==> config.mk <==
export PLATFORM = sky130hd
export DESIGN_NAME = sixbit_text_pack_unpack_core
export DESIGN_NICKNAME = d
export VERILOG_FILES = /design/src/rtl/core/sbt_pkg.sv /design/src/rtl/core/sbt_codec.sv /design/src/rtl/core/sbt_result_fifo.sv /design/src/rtl/core/sixbit_text_pack_unpack_core.sv
export SDC_FILE = /design/constraint.sdc
export NUM_CORES = 1
export LEC_CHECK = 0
export BUFFER_PORTS_ARGS = -buffer_cell sky130_fd_sc_hd__buf_2
export CELL_PAD_IN_SITES_DETAIL_PLACEMENT = 1
export CELL_PAD_IN_SITES_GLOBAL_PLACEMENT = 1
export CORE_ASPECT_RATIO = 0.6
export CORE_UTILIZATION = 40
export DETAILED_ROUTE_END_ITERATION = 10
export PLACE_DENSITY = 0.73
export SYNTH_ARGS = -nofsm -noshare
export SYNTH_HDL_FRONTEND = slang
export SYNTH_SLANG_ARGS = --single-unit
==> constraint.sdc <==
create_clock -name aclk -period 4 [get_ports aclk]
set_input_delay 0.8 -clock aclk [delete_from_list [all_inputs] [get_ports aclk]]
set_output_delay 0.8 -clock aclk [all_outputs]
set_load 0.02 [all_outputs]
==> src/rtl/core/sbt_pkg.sv <==
// ----------------------------------------------------------------------------
// sbt_pkg
// Shared types, constants and alphabet lookups for the six-bit text codec.
// ----------------------------------------------------------------------------
package sbt_pkg;

    localparam int CODE_BITS     = 6;
    localparam int BYTE_BITS     = 8;
    localparam int ALPHABET_SIZE = 46;

    // pending bits kept between transactions never exceed seven
    localparam int HOLD_BITS  = 7;
    localparam int HOLD_CNT_W = 3;

    // working accumulator inside one transaction
    localparam int WIDE_BITS = 16;
    localparam int CNT_W     = 4;

    localparam int FIFO_DEPTH = 4;
    localparam int FIFO_PTR_W = 2;

    typedef enum logic {
        DIR_PACK   = 1'b0,
        DIR_UNPACK = 1'b1
    } dir_t;

    typedef logic [CODE_BITS-1:0] code_t;

    typedef struct packed {
        logic [7:0] out_byte;
        logic       bad_symbol;
        logic       end_of_message;
    } res_t;

    typedef struct packed {
        logic [1:0]           n;
        res_t                 res0;
        res_t                 res1;
        logic [WIDE_BITS-1:0] buf_wide;
        logic [CNT_W-1:0]     count_wide;
        logic                 err;
    } codec_out_t;

    localparam logic [7:0] GLYPHS [ALPHABET_SIZE] = '{
        "q", "w", "e", "r", "t", "y", "u", "i", "o", "p",
        "a", "s", "d", "f", "g", "h", "j", "k", "l",
        "z", "x", "c", "v", "b", "n", "m",
        ",", ".", "_", "?", "!", " ",
        "+", "-", "*", "/",
        "0", "1", "2", "3", "4", "5", "6", "7", "8", "9"
    };

    // returns {found, code}
    function automatic logic [CODE_BITS:0] char_to_code(input logic [7:0] ch);
        logic  found;
        code_t code;
        found = 1'b0;
        code  = '0;
        for (int i = 0; i < ALPHABET_SIZE; i++) begin
            if (GLYPHS[i] == ch) begin
                found = 1'b1;
                code  = CODE_BITS'(i);
            end
        end
        return {found, code};
    endfunction

    // unused codes map to zero
    function automatic logic [7:0] code_to_char(input code_t code);
        logic [7:0] ch;
        ch = '0;
        for (int i = 0; i < ALPHABET_SIZE; i++) begin
            if (code == CODE_BITS'(i)) begin
                ch = GLYPHS[i];
            end
        end
        return ch;
    endfunction

endpackage

==> src/rtl/core/sbt_codec.sv <==
// ----------------------------------------------------------------------------
// sbt_codec
// Single-pass datapath: merges one transaction into the pending bits and
// produces up to two results plus the updated accumulator.
// ----------------------------------------------------------------------------
module sbt_codec (
    input  sbt_pkg::dir_t                     direction,
    input  logic [7:0]                        data_byte,
    input  logic                              last_item,
    input  logic [sbt_pkg::HOLD_BITS-1:0]     hold_buf,
    input  logic [sbt_pkg::HOLD_CNT_W-1:0]    hold_cnt,
    input  logic                              err_in,
    output sbt_pkg::codec_out_t               result
);
    import sbt_pkg::*;

    logic [CODE_BITS:0]   lookup;
    logic [WIDE_BITS-1:0] acc;
    logic [WIDE_BITS-1:0] acc_shift;
    logic [CNT_W-1:0]     cnt;
    logic [CNT_W-1:0]     rem;
    code_t                code0;
    code_t                code1;
    logic                 bad0;
    logic                 bad1;
    logic                 err;
    logic [1:0]           n;
    logic [7:0]           val0;
    logic [7:0]           val1;
    logic [WIDE_BITS-1:0] rbuf;
    logic [CNT_W-1:0]     rcnt;

    always_comb begin
        lookup    = char_to_code(data_byte);
        acc       = WIDE_BITS'(hold_buf);
        cnt       = CNT_W'(hold_cnt);
        acc_shift = '0;
        rem       = '0;
        code0     = '0;
        code1     = '0;
        bad0      = 1'b0;
        bad1      = 1'b0;
        err       = err_in;
        n         = 2'd0;
        val0      = '0;
        val1      = '0;
        rbuf      = '0;
        rcnt      = '0;

        case (direction)
            DIR_PACK: begin
                if (lookup[CODE_BITS]) begin
                    acc = acc | (WIDE_BITS'(lookup[CODE_BITS-1:0]) << hold_cnt);
                    cnt = cnt + CNT_W'(CODE_BITS);
                end else begin
                    err = 1'b1;
                end
                acc_shift = acc >> BYTE_BITS;
                rem       = cnt - CNT_W'(BYTE_BITS);
                rbuf      = acc;
                rcnt      = cnt;
                val0      = acc[7:0];
                val1      = acc_shift[7:0];
                if (cnt >= CNT_W'(BYTE_BITS)) begin
                    n    = 2'd1;
                    rbuf = acc_shift;
                    rcnt = rem;
                    if (rem >= CNT_W'(BYTE_BITS)) begin
                        n    = 2'd2;
                        rbuf = acc_shift >> BYTE_BITS;
                        rcnt = rem - CNT_W'(BYTE_BITS);
                    end else if (last_item && rem != '0) begin
                        n = 2'd2;
                    end
                end else if (last_item && cnt != '0) begin
                    n = 2'd1;
                end
            end
            DIR_UNPACK: begin
                acc   = acc | (WIDE_BITS'(data_byte) << hold_cnt);
                cnt   = cnt + CNT_W'(BYTE_BITS);
                code0 = acc[CODE_BITS-1:0];
                code1 = acc[2*CODE_BITS-1:CODE_BITS];
                bad0  = code0 >= CODE_BITS'(ALPHABET_SIZE);
                bad1  = code1 >= CODE_BITS'(ALPHABET_SIZE);
                val0  = code_to_char(code0);
                val1  = code_to_char(code1);
                rbuf  = acc;
                rcnt  = cnt;
                if (cnt >= CNT_W'(2 * CODE_BITS)) begin
                    n    = 2'd2;
                    err  = err | bad0 | bad1;
                    rbuf = acc >> (2 * CODE_BITS);
                    rcnt = cnt - CNT_W'(2 * CODE_BITS);
                end else if (cnt >= CNT_W'(CODE_BITS)) begin
                    n    = 2'd1;
                    err  = err | bad0;
                    rbuf = acc >> CODE_BITS;
                    rcnt = cnt - CNT_W'(CODE_BITS);
                end
            end
            default: begin
                n = 2'd0;
            end
        endcase

        result.n                   = n;
        result.res0.out_byte       = val0;
        result.res0.bad_symbol     = err;
        result.res0.end_of_message = last_item && (n == 2'd1);
        result.res1.out_byte       = val1;
        result.res1.bad_symbol     = err;
        result.res1.end_of_message = last_item && (n == 2'd2);
        result.buf_wide            = rbuf;
        result.count_wide          = rcnt;
        result.err                 = err;
    end

endmodule

==> src/rtl/core/sbt_result_fifo.sv <==
// ----------------------------------------------------------------------------
// sbt_result_fifo
// Small result queue: takes up to two results per cycle, drains one per
// output transaction.
// ----------------------------------------------------------------------------
module sbt_result_fifo (
    input  logic          aclk,
    input  logic          aresetn,
    input  logic [1:0]    push_n,
    input  sbt_pkg::res_t push0,
    input  sbt_pkg::res_t push1,
    output logic          room,
    output logic          m_valid,
    input  logic          m_ready,
    output sbt_pkg::res_t m_res
);
    import sbt_pkg::*;

    res_t                  mem_reg [FIFO_DEPTH];
    logic [FIFO_PTR_W-1:0] wr_ptr_reg;
    logic [FIFO_PTR_W-1:0] wr_ptr_next;
    logic [FIFO_PTR_W-1:0] rd_ptr_reg;
    logic [FIFO_PTR_W-1:0] rd_ptr_next;
    logic [FIFO_PTR_W:0]   count_reg;
    logic [FIFO_PTR_W:0]   count_next;
    logic [FIFO_PTR_W-1:0] wr_ptr_plus1;
    logic                  pop;

    assign m_valid      = count_reg != '0;
    assign m_res        = mem_reg[rd_ptr_reg];
    assign pop          = m_valid && m_ready;
    assign room         = count_reg <= (FIFO_PTR_W+1)'(FIFO_DEPTH - 2);
    assign wr_ptr_plus1 = wr_ptr_reg + FIFO_PTR_W'(1);

    always_comb begin
        wr_ptr_next = wr_ptr_reg + FIFO_PTR_W'(push_n);
        rd_ptr_next = rd_ptr_reg + FIFO_PTR_W'(pop);
        count_next  = count_reg + (FIFO_PTR_W+1)'(push_n) - (FIFO_PTR_W+1)'(pop);
    end

    always_ff @(posedge aclk) begin
        if (push_n != 2'd0) begin
            mem_reg[wr_ptr_reg] <= push0;
        end
        if (push_n == 2'd2) begin
            mem_reg[wr_ptr_plus1] <= push1;
        end
    end

    always_ff @(posedge aclk) begin
        if (!aresetn) begin
            wr_ptr_reg <= '0;
            rd_ptr_reg <= '0;
            count_reg  <= '0;
        end else begin
            wr_ptr_reg <= wr_ptr_next;
            rd_ptr_reg <= rd_ptr_next;
            count_reg  <= count_next;
        end
    end

endmodule

==> src/rtl/core/sixbit_text_pack_unpack_core.sv <==
// ----------------------------------------------------------------------------
// sixbit_text_pack_unpack_core
// Six-bit text codec: packs alphabet characters into bytes or unpacks bytes
// back into characters.
// Path: a result reaches the m_ side through the input register, then the
// result queue.
// Throughput: one input transaction per cycle while items give at most one
// result each and m_tready is held high; items that give two results are
// throttled by the single-result output port draining the result queue.
// Reset: synchronous, clears pending bits, error flag, direction and queue.
// ----------------------------------------------------------------------------
module sixbit_text_pack_unpack_core (
    input  logic       aclk,
    input  logic       aresetn,
    input  logic       cfg_we,
    input  logic       cfg_wdata,     // direction
    input  logic       s_tvalid,
    output logic       s_tready,
    input  logic [7:0] s_tdata,       // [7:0] data_byte
    input  logic       s_tlast,       // last_item
    output logic       m_tvalid,
    input  logic       m_tready,
    output logic [7:0] m_tdata,       // [7:0] out_byte
    output logic [0:0] m_tuser,       // [0] bad_symbol
    output logic       m_tlast        // end_of_message
);
    import sbt_pkg::*;

    dir_t                  direction_reg;
    logic                  in_valid_reg;
    logic [7:0]            in_data_reg;
    logic                  in_last_reg;
    logic [HOLD_BITS-1:0]  bit_buffer_reg;
    logic [HOLD_CNT_W-1:0] bit_count_reg;
    logic                  error_seen_reg;
    codec_out_t            codec_out;
    logic                  room;
    logic                  fire;
    logic                  s_accept;
    logic [1:0]            push_n;
    res_t                  m_res;

    assign fire     = in_valid_reg && room;
    assign s_tready = !in_valid_reg || fire;
    assign s_accept = s_tvalid && s_tready;
    assign push_n   = fire ? codec_out.n : 2'd0;

    sbt_codec u_codec (
        .direction (direction_reg),
        .data_byte (in_data_reg),
        .last_item (in_last_reg),
        .hold_buf  (bit_buffer_reg),
        .hold_cnt  (bit_count_reg),
        .err_in    (error_seen_reg),
        .result    (codec_out)
    );

    sbt_result_fifo u_result_fifo (
        .aclk    (aclk),
        .aresetn (aresetn),
        .push_n  (push_n),
        .push0   (codec_out.res0),
        .push1   (codec_out.res1),
        .room    (room),
        .m_valid (m_tvalid),
        .m_ready (m_tready),
        .m_res   (m_res)
    );

    assign m_tdata    = m_res.out_byte;
    assign m_tuser[0] = m_res.bad_symbol;
    assign m_tlast    = m_res.end_of_message;

    always_ff @(posedge aclk) begin
        if (s_accept) begin
            in_data_reg <= s_tdata;
            in_last_reg <= s_tlast;
        end
    end

    always_ff @(posedge aclk) begin
        if (!aresetn) begin
            direction_reg  <= DIR_PACK;
            in_valid_reg   <= 1'b0;
            bit_buffer_reg <= '0;
            bit_count_reg  <= '0;
            error_seen_reg <= 1'b0;
        end else begin
            if (cfg_we) begin
                direction_reg <= dir_t'(cfg_wdata);
            end
            if (s_tready) begin
                in_valid_reg <= s_tvalid;
            end
            if (fire) begin
                error_seen_reg <= codec_out.err;
                if (in_last_reg) begin
                    bit_buffer_reg <= '0;
                    bit_count_reg  <= '0;
                end else begin
                    bit_buffer_reg <= codec_out.buf_wide[HOLD_BITS-1:0];
                    bit_count_reg  <= codec_out.count_wide[HOLD_CNT_W-1:0];
                end
            end
        end
    end

    // pending bits left behind must fit the hold register
    assert property (@(posedge aclk) disable iff (!aresetn)
        (fire && !in_last_reg) |-> (codec_out.count_wide < CNT_W'(1 << HOLD_CNT_W)))
        else $error("pending bit count exceeds hold register");

    // a message end leaves nothing pending
    assert property (@(posedge aclk) disable iff (!aresetn)
        (fire && in_last_reg) |=> (bit_count_reg == '0))
        else $error("pending bits remain after message end");

    // error flag stays set on later results
    assert property (@(posedge aclk) disable iff (!aresetn)
        (m_tvalid && m_tready && m_tuser[0]) |=> (!m_tvalid || m_tuser[0]))
        else $error("sticky error flag dropped");

    // an item never leaves its input stage while the queue has no room
    assert property (@(posedge aclk) disable iff (!aresetn)
        (in_valid_reg && !room) |=> in_valid_reg)
        else $error("input stage lost an item");

endmodule
==> results of run 1 <==
-- cells in the mapped netlist (11+ instances only) --
cell type	n
o31ai_1	13
nor3_1	13
buf_2	13
mux2i_1	27
mux4_2	11
a21oi_1	45
edfxtp_1	49
nand2_1	35
dfxtp_1	19
a31oi_1	15
nand3_1	16
buf_6	13
o21ai_0	30
and2_1	12
nor2_1	48
inv_1	16
clkbuf_1	17
-- kinds of logic after synthesis --
logic type | Yosys count
buf+inv | 75
fa+ha+maj | 10
flops | 68
xor+xnor | 10
compound gates | 202
simple gates | 198
mux | 52
-- cell type report --
class                           count  share of cell area [%]
Clock buffer                        9                   3.557
Tap cell                          192                   3.794
Clock inverter                      7                  0.9091
Timing Repair Buffer               63                   6.443
Inverter                           18                   1.067
Sequential cell                    68                   29.25
Multi-Input combinational cell    472                   54.98
-- through the flow --
step / total power [mW] / hold slack, ps
after floorplan: 1.467 / 461.3
after global placement: 1.657 / 474.4
after detailed placement: 1.679 / 491.6
after CTS: 2.456 / 510.3
after global routing: 2.573 / 532.6
final: 2.458 / 511.5
-- layer usage --
layer  track usage (%)  routed length (um)  vias up  part of all wire, %
li1                  -                   -     2424                    -
met1             41.55                9588     2730                   48
met2             39.02                8053      247                   41
met3             7.500                1929       20                  9.7
met4             6.170                 215        0                  1.1
met5                 0                   0        -                    0
-- worst max-delay path by stage --
stage                     cells past startpoint                          to  slack (ps)
after global placement                       13  u_result_fifo.count_reg[2]         430
final                                        14  u_result_fifo.count_reg[2]         270
after CTS                                    15  u_result_fifo.count_reg[2]         290
after floorplan                              14  u_result_fifo.count_reg[2]         690
after global routing                         14  u_result_fifo.count_reg[2]          70
after detailed placement                     13  u_result_fifo.count_reg[2]         350
-- layout by cell type, fill, tap and decap left out, types with 8 or more instances in the layout --
cell type  instances
edfxtp_1          49
nor2_1            48
a21oi_1           45
buf_4             37
nand2_1           35
o21ai_0           30
mux2i_1           27
buf_2             26
dfxtp_1           19
inv_1             16
nand3_1           16
a31oi_1           15
o31ai_1           13
nor3_1            13
and2_1            12
mux4_2            11
nor2b_1           10
mux2_2            10
a21o_1             9
clkbuf_16          9
xnor2_1            8
ha_1               8
-- power breakdown --
group | internal [mW] | switching [mW] | total, mW
logic | 0.328 | 0.464 | 0.792
clock network | 0.430 | 0.342 | 0.772
registers | 0.806 | 0.0880 | 0.894
==> out/metrics.cfg, run 1 <==
[clock_network]
cts_sinks = 68
post_cts_buffers = 0
numCtsBuffers = 9
cts_tree = built
htreeDepth = 3
cts_max_path_buffers = 2
clockRootBuffer = clkbuf_16
clk_pin_slew_ps = 70
clk_latency_ps = 340
hold_buffers = 0
ctsResizeCount = 0

[place]
dp.cells = 813
dp_hpwl_mm = 14.56
post-place-ws_ps = 346.1
gp_congestion = 0.9614
io_buffer_count = 26
place_area_mm2 = 0.006042

[logic_synthesis]
ys_types = 96
syn_nets = 639
synth_top_family_by_area = compound AO/OA/AOI/OAI gates
ys_warn_count = 0
syn_area_mm2 = 0.005837
synth_compound_area_share_pct = 24.50
async_flop_share_pct = 0
yosysTopAreaCell = edfxtp_1
ys_seq_area_share_pct = 31.73
synthMuxAreaShare_pct = 11.83
syn_area_per_cell_um2 = 9.491
synth-xor-area-share_pct = 1.501
synth_seq_cells = 68
synth_edf_count = 49
ys.flop_type = edfxtp_1
synthAdderAreaFrac_pct = 2.229
syn_inst = 615
synth.area.top_cells = edfxtp_1 (25%), dfxtp_1 (6.5%), mux2i_1 (4.6%)
synth_top_area_share_pct = 25.21
yosys.area_share.simple_pct = 19.46

[setup_path]
r2r-end = u_result_fifo.count_reg[2]
worst_setup_path_end_kind = register
path_cells = xnor2_1 > nor4_1 > a211oi_2 > and2_1 > and3_4 > buf_4 > o22ai_4 > inv_1 > ha_1 > inv_1 > fa_1 > xor2_1 > xnor2_1 > nor2_1
cp-startpoint = in_data_reg[6]
slowest_stage = edfxtp_1
cp-start-kind = register
cp_slowest_stage_delay_ps = 820
worst-r2r-setup-slack_ps = 270
rr_worst_depth = 14
path_max_fanout = 17
crit_required_ps = 4230
critPathBufInv = 3
crit_family = simple AND/OR/NAND/NOR gates
timing_worst_setup_path_type = register to register
cp.arrival_ps = 3960
r2r-start = in_data_reg[6]

[floorplan]
fp.dieH_um = 95.57
fp.coreArea_mm2 = 0.01396
chipWidth_um = 158.0
placementRows = 33
dieArea_mm2 = 0.01510
io_pins = 27
start_util_pct = 41.82

[global_routing]
antenna_found_initial = 0
grt_overflow = 0
grt_pass1_wl_mm = 31.47
grt_pass1_vias = 5344
grt_max_degree = 34
grt.total_usage_pct = 27.78

[sta]
min_period_ps = 3734
rsz0062_at_grt = false
worstMarginPinSlew_ps = 864.5
fin_crit_sh_pct = 93.35
hold_viol_final = 0
setup_violations = 0
clock.fmax_mhz = 267.8
relSlewSlack_pct = 41.64
tns_ps = 0
clock-skew-final_ps = 10.59
setup_slack_ps = 266.2
drv_slew = 0

[final_layout]
largest_reg_flops = 40
final_cells = 829
multi_input_area_mm2 = 0.003481
stdcell_area_mm2 = 0.006331
seq_area_mm2 = 0.001852
final_core_util_pct = 45.36
syn_to_final_growth_pct = 8.467
fillerInstances = 1637
fin_nets = 656
drive_gt1_share_pct = 20.57
antenna_cells = 0

[routing]
ant_nets = 0
wire_per_inst_um = 23.87
drt_iter0_drc = 563
routed_via_density = 6.539
drc = 0
drt-total-wl_mm = 19.79
num_vias = 5421
drt-pass1-iter-count = 5

[status]
status = completed

[power]
power_leakage_nw = 2.267
vdd_drop_max_uv = 276.2
pwr_density_cell_mw_per_mm2 = 388.2

[min_path]
hold_class = register to register
whs_path_depth = 1
hold_start = error_seen_reg
hold_end = error_seen_reg

[flow_run]
drv_cap = 0

(Power assumes the default switching activity.)
==> run 2, diff against run 1 <==
--- a/config.mk
+++ b/config.mk
@@ -9,9 +9,9 @@
 export CELL_PAD_IN_SITES_DETAIL_PLACEMENT = 1
 export CELL_PAD_IN_SITES_GLOBAL_PLACEMENT = 1
 export CORE_ASPECT_RATIO = 0.6
-export CORE_UTILIZATION = 40
+export CORE_UTILIZATION = 49
 export DETAILED_ROUTE_END_ITERATION = 10
-export PLACE_DENSITY = 0.73
+export PLACE_DENSITY = 0.86
 export SYNTH_ARGS = -nofsm -noshare
 export SYNTH_HDL_FRONTEND = slang
 export SYNTH_SLANG_ARGS = --single-unit
==> run 2 against run 1 <==
Compared with the run above:
- sequential power down 0.7%
- clock power grew 6.7%
- cell area hardly changed
- cell count shrank 3.6%
- via count grew 3.3%
- die area is 18% lower
- global-route usage is 5.5 points higher
- non-clock buffer count increased by 2
- critical endpoint unchanged
- largest cell class unchanged
- largest power group unchanged
- highest routed layer unchanged
==> out/metrics.cfg, run 2 (synthesized netlist as in run 1, its figures left out) <==
[floorplan]
fp.dieH_um = 86.54  ; was 95.57 um
placementRows = 30  ; was 33
fp.coreArea_mm2 = 0.01145  ; was 0.01396 mm^2
chipWidth_um = 142.9  ; was 158.0 um
start_util_pct = 50.98  ; was 41.82%
dieArea_mm2 = 0.01237  ; was 0.01510 mm^2
io_pins = 27  ; unchanged

[global_routing]
grt_pass1_wl_mm = 30.84  ; was 31.47 mm
grt_overflow = 0  ; unchanged
grt_max_degree = 34  ; unchanged
grt.total_usage_pct = 33.24  ; was 27.78%
grt_pass1_vias = 5333  ; was 5344
antenna_found_initial = 0  ; unchanged

[clock_network]
htreeDepth = 3  ; unchanged
clockRootBuffer = clkbuf_16  ; unchanged
cts_sinks = 68  ; unchanged
clk_latency_ps = 350  ; was 340 ps
numCtsBuffers = 9  ; unchanged
cts_tree = built  ; unchanged
hold_buffers = 0  ; unchanged
clk_pin_slew_ps = 60  ; was 70 ps
cts_max_path_buffers = 2  ; unchanged

[sta]
hold_viol_final = 0  ; unchanged
worstMarginPinSlew_ps = 1133  ; was 864.5 ps
clock-skew-final_ps = 13.69  ; was 10.59 ps
min_period_ps = 3887  ; was 3734 ps
worst_hold_slack_ps = 494.4  ; was 511.5 ps
clock.fmax_mhz = 257.3  ; was 267.8 MHz
tns_ps = 0  ; unchanged
setup_violations = 0  ; unchanged
relSlewSlack_pct = 24.31  ; was 41.64%
drv_slew = 0  ; unchanged
fin_crit_sh_pct = 97.17  ; was 93.35%

[routing]
ant_nets = 0  ; unchanged
num_vias = 5600  ; was 5421
drt-total-wl_mm = 19.90  ; was 19.79 mm
wire_per_inst_um = 24.91  ; was 23.87 um
drc = 0  ; unchanged
drt_iter0_drc = 751  ; was 563
routed_via_density = 7.009  ; was 6.539
drt-pass1-iter-count = 5  ; unchanged

[place]
io_buffer_count = 26  ; unchanged
place_area_mm2 = 0.005972  ; was 0.006042 mm^2
gp_congestion = 0.9619  ; was 0.9614
dp.cells = 777  ; was 813
dp_hpwl_mm = 14.17  ; was 14.56 mm

[setup_path]
timing_worst_setup_path_type = register to register  ; unchanged
worst_setup_path_end_kind = register  ; unchanged
cp.arrival_ps = 4120  ; was 3960 ps
worst-r2r-setup-slack_ps = 110  ; was 270 ps
cp-start-kind = register  ; unchanged
path_max_fanout = 21  ; was 17
crit_required_ps = 4230  ; about the same

[final_layout]
fillerInstances = 1305  ; was 1637
final_cells = 799  ; was 829
syn_to_final_growth_pct = 8.532  ; was 8.467%
largest_reg_flops = 40  ; unchanged
drive_gt1_share_pct = 20.97  ; was 20.57%
stdcell_area_mm2 = 0.006335  ; was 0.006331 mm^2
fin_nets = 658  ; was 656
antenna_cells = 0  ; unchanged
final_cell_mix = edfxtp_1 (49), nor2_1 (48), a21oi_1 (45)  ; unchanged
final_common_cell = edfxtp_1  ; unchanged

[flow_run]
drv_cap = 0  ; unchanged

[power]
power_leakage_nw = 2.288  ; was 2.267 nW
finalPower_mw = 2.530  ; was 2.458 mW
vdd_drop_max_uv = 272.3  ; was 276.2 uV
pwr_density_cell_mw_per_mm2 = 399.4  ; was 388.2 mW/mm^2

[status]
status = completed  ; unchanged

[min_path]
hold_class = register to register  ; unchanged

-- run 2: timing repair --
action / 4_1_cts / 5_1_grt
gates resized for setup: 0 / 2
buffers inserted: 0 / 6
endpoints found under the setup margin: 0 / 1
-- run 2: per-layer routing --
metal | routed length, um | GRT usage (%) | up-vias
met3 | 2011 | 8.508 | 34
met5 | 0 | 0 | -
li1 | - | - | 2422
met4 | 275 | 8.504 | 0
met2 | 8579 | 48.74 | 333
met1 | 9034 | 48.42 | 2811
-- run 2: worst paths after layout --
kind	start	endpoint	cells after the start
worst max-delay path	in_data_reg[0]	u_result_fifo.count_reg[2]	12
worst min-delay path	error_seen_reg	error_seen_reg	1
worst max register to register	in_data_reg[0]	u_result_fifo.count_reg[2]	12
worst min register to register	error_seen_reg	error_seen_reg	1
-- run 2: area by class of cell --
cell class,instances,area (um^2),area share (%)
clock inverter,4,27.53,0.4345
tap,160,200.2,3.160
clock buffer,12,277.8,4.385
multi-input combinational,472,3487,55.05
timing repair buffer,65,422.9,6.676
inverter,18,67.56,1.067
sequential,68,1852,29.23
-- run 2: per-stage QoR --
step | utilization, % | setup slack, ps
6_report | 55.33 | 113.4
5_1_grt | 55.33 | -11.73
4_1_cts | 54.83 | 165.3
3_5_place_dp | 52.16 | 168.4
3_3_place_gp | 52.16 | 296.0
2_1_floorplan | - | 694.6
-- run 2: worst max-delay path: stages, from the launching register on --
cell and delay (ps):
edfxtp_1 770, nand2_1 250, nor4_1 470, a21oi_1 90, o211a_1 200, and3_4 280
a311o_1 360, and3_1 220, ha_1 220, fa_1 450, xor2_1 250, xnor2_1 150
nor2_1 50
-- run 2: report_power, final --
group / switching, mW / internal [mW]
combinational: 0.487 / 0.332
sequential: 0.0817 / 0.806
clock: 0.331 / 0.493
